==> src/design/ssra_pkg.sv <==
// Shared types and constants for the spill scaler rate accumulator.
package ssra_pkg;

  localparam int unsigned FieldWidth = 32;
  localparam int unsigned NumScalers = 8;

  typedef logic [FieldWidth-1:0] field_t;

  typedef struct packed {
    field_t spill_start_count;
    field_t spill_stop_count;
    field_t accepted_trig_scaler;
    field_t free_trig_scaler;
    field_t beam_monitor_new_scaler;
    field_t beam_monitor_old_scaler;
    field_t ion_chamber_scaler;
    field_t scint_a_scaler;
    field_t scint_b_scaler;
    field_t scint_c_scaler;
  } in_req_t;

  typedef struct packed {
    field_t accepted_total;
    field_t free_total;
    field_t monitor_new_total;
    field_t ion_chamber_total;
    field_t monitor_old_total;
    field_t scint_a_total;
    field_t scint_b_total;
    field_t scint_c_total;
    field_t spill_number;
  } out_req_t;

  typedef logic [NumScalers-1:0][FieldWidth-1:0] slots_t;

  // Tracker verdict on the item held in the input register.
  typedef struct packed {
    logic     close;
    out_req_t data;
  } trk_res_t;

  // Gather the scalers in total-slot order.
  function automatic slots_t to_slots(in_req_t req);
    slots_t s;
    s[0] = req.accepted_trig_scaler;
    s[1] = req.free_trig_scaler;
    s[2] = req.beam_monitor_new_scaler;
    s[3] = req.ion_chamber_scaler;
    s[4] = req.beam_monitor_old_scaler;
    s[5] = req.scint_a_scaler;
    s[6] = req.scint_b_scaler;
    s[7] = req.scint_c_scaler;
    return s;
  endfunction

endpackage

==> src/design/ssra_tracker.sv <==
// Spill state tracker: reference latches, per-spill totals and spill counter.
module ssra_tracker import ssra_pkg::*; #(
  parameter int unsigned ScalerWidth = 32
) (
  input  logic     clk_i,
  input  logic     rst_ni,
  input  logic     step_i,
  input  in_req_t  item_i,
  output trk_res_t res_o
);

  logic                                     first_q;
  field_t                                   last_start_q;
  field_t                                   last_stop_q;
  logic [NumScalers-1:0][ScalerWidth-1:0]   prev_q;
  logic [NumScalers-1:0][ScalerWidth-1:0]   tot_q;
  field_t                                   spill_q;

  slots_t                                   slots;
  logic [NumScalers-1:0][ScalerWidth-1:0]   val;
  logic [NumScalers-1:0][ScalerWidth-1:0]   delta;
  logic [NumScalers-1:0][ScalerWidth-1:0]   sum;
  logic [NumScalers-1:0][FieldWidth-1:0]    tot_out;
  logic                                     same;
  logic                                     grow;
  logic                                     close;

  assign slots = to_slots(item_i);
  assign same  = (item_i.spill_start_count == last_start_q) &&
                 (item_i.spill_stop_count == last_stop_q);
  assign grow  = (item_i.spill_start_count > last_start_q) &&
                 (item_i.spill_stop_count == last_stop_q);
  assign close = !first_q && !same && !grow;

  for (genvar g = 0; g < NumScalers; g++) begin : g_lane
    if (ScalerWidth > FieldWidth) begin : g_wide
      assign val[g]     = {{(ScalerWidth-FieldWidth){1'b0}}, slots[g]};
      assign tot_out[g] = tot_q[g][FieldWidth-1:0];
    end else if (ScalerWidth == FieldWidth) begin : g_same
      assign val[g]     = slots[g];
      assign tot_out[g] = tot_q[g];
    end else begin : g_narrow
      assign val[g]     = slots[g][ScalerWidth-1:0];
      assign tot_out[g] = {{(FieldWidth-ScalerWidth){1'b0}}, tot_q[g]};
    end
    assign delta[g] = val[g] - prev_q[g];
    assign sum[g]   = tot_q[g] + delta[g];
  end

  assign res_o.close                  = close;
  assign res_o.data.accepted_total    = tot_out[0];
  assign res_o.data.free_total        = tot_out[1];
  assign res_o.data.monitor_new_total = tot_out[2];
  assign res_o.data.ion_chamber_total = tot_out[3];
  assign res_o.data.monitor_old_total = tot_out[4];
  assign res_o.data.scint_a_total     = tot_out[5];
  assign res_o.data.scint_b_total     = tot_out[6];
  assign res_o.data.scint_c_total     = tot_out[7];
  assign res_o.data.spill_number      = spill_q;

  always_ff @(posedge clk_i or negedge rst_ni) begin
    if (!rst_ni) begin
      first_q      <= 1'b1;
      last_start_q <= '0;
      last_stop_q  <= '0;
      prev_q       <= '0;
      tot_q        <= '0;
      spill_q      <= '0;
    end else if (step_i) begin
      if (first_q) begin
        // Latch references only.
        first_q      <= 1'b0;
        prev_q       <= val;
        tot_q        <= '0;
        last_start_q <= item_i.spill_start_count;
        last_stop_q  <= item_i.spill_stop_count;
      end else if (grow) begin
        prev_q <= val;
        tot_q  <= sum;
      end else if (close) begin
        // Restart totals from this readout's deltas.
        prev_q       <= val;
        tot_q        <= delta;
        spill_q      <= spill_q + 1'b1;
        last_start_q <= item_i.spill_start_count;
        last_stop_q  <= item_i.spill_stop_count;
      end
    end
  end

`ifndef ASSERT_OFF
  a_first_clears: assert property (@(posedge clk_i) disable iff (!rst_ni)
    step_i && first_q |=> !first_q)
    else $error("reference latch not taken on first readout");

  a_no_close_first: assert property (@(posedge clk_i) disable iff (!rst_ni)
    first_q |-> !close)
    else $error("spill closed before references were latched");

  a_spill_advance: assert property (@(posedge clk_i) disable iff (!rst_ni)
    step_i && close |=> spill_q == $past(spill_q) + 1'b1)
    else $error("spill number did not advance on close");
`endif

endmodule

==> src/design/spill_scaler_rate_accumulator.sv <==
// Top level of the spill scaler rate accumulator.
//
// One scaler readout is taken per clock unless stalled; each is registered,
// then judged against the latched spill-start and spill-stop references in a
// single pass of eight independent subtract-and-add lanes; a readout that
// closes a spill yields one result request carrying the eight totals and
// the spill number, which is registered into the output stage. Results
// queue in a two-entry output stage (output register plus skid register),
// so readouts keep flowing while results wait. The input side stalls only
// when both output entries are occupied and the registered readout would
// close another spill. Totals are kept SCALER_WIDTH bits wide and reported
// in their low 32 bits; scaler inputs are truncated or zero-extended to
// that width first. The very first readout after reset only sets the
// references and produces nothing.
module spill_scaler_rate_accumulator import ssra_pkg::*; #(
  parameter int unsigned SCALER_WIDTH = 32
) (
  input  logic     clk_i,
  input  logic     rst_ni,
  input  logic     in_valid_i,
  output logic     in_stall_o,
  input  in_req_t  in_req_i,
  output logic     out_valid_o,
  input  logic     out_stall_i,
  output out_req_t out_req_o
);

  // Input register.
  logic     item_valid_q;
  logic     item_valid_d;
  in_req_t  item_q;

  // Output register and skid register.
  logic     out_valid_q;
  logic     out_valid_d;
  out_req_t out_q;
  out_req_t out_d;
  logic     skid_valid_q;
  logic     skid_valid_d;
  out_req_t skid_q;
  out_req_t skid_d;

  trk_res_t res;
  logic     accept;
  logic     advance;
  logic     push;
  logic     pop;

  ssra_tracker #(
    .ScalerWidth(SCALER_WIDTH)
  ) u_tracker (
    .clk_i  (clk_i),
    .rst_ni (rst_ni),
    .step_i (advance),
    .item_i (item_q),
    .res_o  (res)
  );

  // The held readout moves on unless it needs an output slot and none is free.
  assign advance    = item_valid_q && (!res.close || !skid_valid_q);
  assign in_stall_o = item_valid_q && !advance;
  assign accept     = in_valid_i && !in_stall_o;
  assign push       = advance && res.close;
  assign pop        = out_valid_q && !out_stall_i;

  assign out_valid_o = out_valid_q;
  assign out_req_o   = out_q;

  always_comb begin
    item_valid_d = item_valid_q;
    if (accept) begin
      item_valid_d = 1'b1;
    end else if (advance) begin
      item_valid_d = 1'b0;
    end
  end

  // Queue results: fill the output register first, spill into the skid.
  always_comb begin
    out_valid_d  = out_valid_q;
    out_d        = out_q;
    skid_valid_d = skid_valid_q;
    skid_d       = skid_q;
    if (pop) begin
      if (skid_valid_q) begin
        out_d        = skid_q;
        skid_valid_d = 1'b0;
      end else if (push) begin
        out_d = res.data;
      end else begin
        out_valid_d = 1'b0;
      end
    end else if (push) begin
      if (out_valid_q) begin
        skid_d       = res.data;
        skid_valid_d = 1'b1;
      end else begin
        out_d       = res.data;
        out_valid_d = 1'b1;
      end
    end
  end

  always_ff @(posedge clk_i or negedge rst_ni) begin
    if (!rst_ni) begin
      item_valid_q <= 1'b0;
      out_valid_q  <= 1'b0;
      skid_valid_q <= 1'b0;
    end else begin
      item_valid_q <= item_valid_d;
      out_valid_q  <= out_valid_d;
      skid_valid_q <= skid_valid_d;
    end
  end

  // Payload registers: hold unless loaded.
  always_ff @(posedge clk_i) begin
    if (accept) begin
      item_q <= in_req_i;
    end
    out_q  <= out_d;
    skid_q <= skid_d;
  end

`ifndef ASSERT_OFF
  a_skid_behind_out: assert property (@(posedge clk_i) disable iff (!rst_ni)
    skid_valid_q |-> out_valid_q)
    else $error("skid entry held without an output entry");

  a_no_overflow: assert property (@(posedge clk_i) disable iff (!rst_ni)
    !(push && skid_valid_q))
    else $error("result pushed into a full output stage");

  a_stall_reason: assert property (@(posedge clk_i) disable iff (!rst_ni)
    in_stall_o |-> item_valid_q && res.close && skid_valid_q)
    else $error("input stalled without a blocked closing readout");
`endif

endmodule

==> config.mk <==
export PLATFORM = sky130hd
export DESIGN_NAME = spill_scaler_rate_accumulator
export DESIGN_NICKNAME = d
export VERILOG_FILES = /design/src/design/ssra_pkg.sv /design/src/design/ssra_tracker.sv /design/src/design/spill_scaler_rate_accumulator.sv
export SDC_FILE = /design/constraint.sdc
export NUM_CORES = 2
export LEC_CHECK = 0
export BUFFER_PORTS_ARGS = -buffer_cell sky130_fd_sc_hd__buf_2
export CORE_MARGIN = 10
export CORE_UTILIZATION = 35
export DETAILED_ROUTE_END_ITERATION = 16
export GPL_ROUTABILITY_DRIVEN = 0
export MAX_ROUTING_LAYER = met4
export PLACE_DENSITY = 0.47
export SLEW_MARGIN = 20
export SYNTH_ARGS = -nofsm -noshare
export SYNTH_HDL_FRONTEND = slang
export SYNTH_SLANG_ARGS = --single-unit
export TNS_END_PERCENT = 5
==> constraint.sdc <==
create_clock -name clk_i -period 49.8 [get_ports clk_i]
set_input_delay 9.96 -clock clk_i [delete_from_list [all_inputs] [get_ports clk_i]]
set_output_delay 9.96 -clock clk_i [all_outputs]
set_load 0.1 [all_outputs]
==> impl_metrics.tcl <==
set metrics [dict create \
    status "finished, final reports clean" \
    crit_required_ps 39840 \
    totalWireLength_um 229000 \
    multi_input_area_um2 37100 \
    drc_errors 0 \
    min_delay_path_depth 0 \
    drt-wirelength-per-cell_um 21.2 \
    hold_viol_final 0 \
    fp.coreArea_um2 233000 \
    clock_latency_ps 820 \
    setup_viol 0 \
    yosys.cell_types.count 104 \
    layout.nets 8505 \
    hold_path.class "register to register" \
    maxCapViolCount 0 \
    place_inst 10470 \
    drive_gt1_share_pct 20.5 \
    dr.pass1.iters 5 \
    synthArstFlopShare_pct 40.6 \
    path_class "register to output pin" \
    h-tree-depth 4 \
    numPortBuffers 613 \
    dieArea_um2 253000 \
    yosys_warnings 0 \
    vias 55606 \
    r2r_cells 15 \
    synth_fp_nets 7885 \
    worst_setup_path_start_kind "register" \
    synth_edf_count 896 \
    cts_buffers 176 \
    nFillCells 22191 \
    seq_area_um2 42200 \
    critPathArrivalTime_ps 3890 \
    layout_common_cells "edfxtp_1 (896), buf_2 (612), dfrtp_1 (611)" \
    synth_seq_cells 1508 \
    fmax_mhz 72.2 \
    synth_ff_type "edfxtp_1" \
    period_minus_slack_ps 13850 \
    clk_path_buf_depth 3 \
    grt_use_total_pct 18.1 \
    dp_hpwl_um 163000 \
    path_cells "ha_1 -> a21o_1 -> a21oi_1 -> nor2b_1 -> o21ai_0 -> a21oi_1 -> o31ai_1 -> a211o_4 -> nand3_1 -> inv_1 -> buf_2" \
    slowest_stage "o31ai_1" \
    area_growth_pct 15.2 \
    initial_core_util_pct 35.2 \
    cts_sinks 1508 \
    crit_top_cell "a21oi_1" \
    cpPeakStageDelay_ps 570 \
    grt_start_max_net_pins 182 \
    grt_pass1_wl_um 347000 \
    cts_setup_buffers 0 \
    crit_fanout 7 \
    post-route-util_pct 40.5 \
    io_pins 614 \
    tightest_slew_ps 1160 \
    avgSynthCellArea_um2 11.7 \
    grt_pass1_vias 55664 \
    finalClockSkew_ps 45.6 \
    antenna_found_initial 15 \
    finalSetupTns_ps 0 \
    path_clk_slew_ps 60 \
    clockRootBuffer "clkbuf_16" \
    viasPerCell 5.15 \
    mostFrequentLayoutCell "edfxtp_1" \
    cts_hold_buffers 0 \
    path_buf_inv 2 \
    rsz0062_at_grt "no" \
    period_share_pct 27.8 \
    postSynthCellCount 6985 \
    end_kind "output pin" \
    slew_viol_final 0 \
    drtIter0Drc 3251 \
    num_rows 177 \
    netlist_area_um2 81800 \
    cts_resized 0 \
    cts_tree "built" \
    detail-route-antenna-nets 0 \
    instances_no_fill 10804 \
    die_w_um 503 \
    ys_seq_area_share_pct 51.6 \
    critPathTopFamily "compound AO/OA/AOI/OAI gates" \
    crit_cells 11 \
    slew_headroom_pct 22.6 \
    die_h_um 503 \
    grt.overflow.total 0 \
]
==> sequential cells by signal (all words and copies together) (netlist names) <==
signal	flops
item_q	320
u_tracker.first_q	1
u_tracker.last_stop_q	32
skid_q	288
out_valid_o	1
skid_valid_q	1
u_tracker.last_start_q	32
u_tracker.spill_q	32
item_valid_q	1
out_req_o	288
u_tracker.prev_q	256
u_tracker.res_o	256
==> layer usage <==
metal | part of all wire [%] | global-route usage, %
met5 | 0 | -
met4 | 2.6 | 4.73
met3 | 4.5 | 2.88
met2 | 46 | 28.2
met1 | 47 | 24.5
==> path summary, 6_finish.rpt <==
check | end | from | slack (ps)
worst max-delay path | in_stall_o | item_q[297] | 35950
min in group asynchronous | u_tracker.prev_q[92] | rst_ni | 9080
worst max register to register | u_tracker.prev_q[98] | item_q[297] | 42880
worst min register to register | skid_q[220] | u_tracker.res_o[220] | 480
max in group asynchronous | u_tracker.last_stop_q[31] | rst_ni | 37760
worst min-delay path | skid_q[220] | u_tracker.res_o[220] | 480
==> Yosys cell counts, types with 43 or more instances <==
| cell | n | area [um2] |
|---|---|---|
| a21o_1 | 233 | 1750 |
| mux2i_1 | 117 | 1170 |
| o31ai_1 | 131 | 983 |
| nand3_1 | 105 | 526 |
| dfrtp_1 | 611 | 15300 |
| nor3_1 | 86 | 430 |
| xor2_1 | 142 | 1240 |
| ha_1 | 560 | 7010 |
| xnor2_1 | 345 | 3020 |
| o21ai_1 | 96 | 480 |
| a21oi_1 | 454 | 2270 |
| buf_2 | 69 | 345 |
| o21a_1 | 78 | 586 |
| mux2_2 | 576 | 6490 |
| nand2b_1 | 76 | 475 |
| clkbuf_1 | 133 | 499 |
| and3_1 | 46 | 288 |
| nand4_1 | 58 | 363 |
| nand2_1 | 417 | 1570 |
| inv_1 | 431 | 1620 |
| nor2b_1 | 101 | 632 |
| o21ai_0 | 273 | 1370 |
| a31oi_1 | 52 | 325 |
| o21bai_1 | 52 | 390 |
| edfxtp_1 | 896 | 26900 |
| nor2_1 | 325 | 1220 |
| a211oi_1 | 43 | 323 |
==> area by class of cell <==
| type | instances | share of cell area (%) |
|---|---|---|
| diodes | 3 | 0.00797 |
| clock buffers | 245 | 5.29 |
| clock inverters | 86 | 1.01 |
| inverters | 432 | 1.72 |
| multi-input cells | 4831 | 39.4 |
| flip-flops and latches | 1508 | 44.8 |
| well taps | 3043 | 4.04 |
| repair buffers | 656 | 3.71 |
==> stage by stage <==
step	setup slack [ps]	instance area (um2)	hold slack [ps]
6_report	35950	94200	482
3_5_place_dp	36650	88300	470
4_1_cts	35810	94200	473
2_1_floorplan	17220	81800	406
3_3_place_gp	36660	88300	470
5_1_grt	35660	94200	500
==> cell families (layout without fill, tap and decap cells) <==
logic type,count (synthesis),in the layout,share of synthesized area [%]
AO/OA/AOI/OAI,1708,1708,13.6
flip-flops,1508,1508,51.6
AND/OR/NAND/NOR,1349,1349,7.89
multiplexers,711,711,9.61
buffers and inverters,646,1419,3.08
adder cells (fa/ha/maj),576,576,8.96
XOR/XNOR,487,487,5.22
other,0,3,0
Power is not shown: default switching activity piles up to over one toggle a cycle in this logic, so the estimate is an artifact.
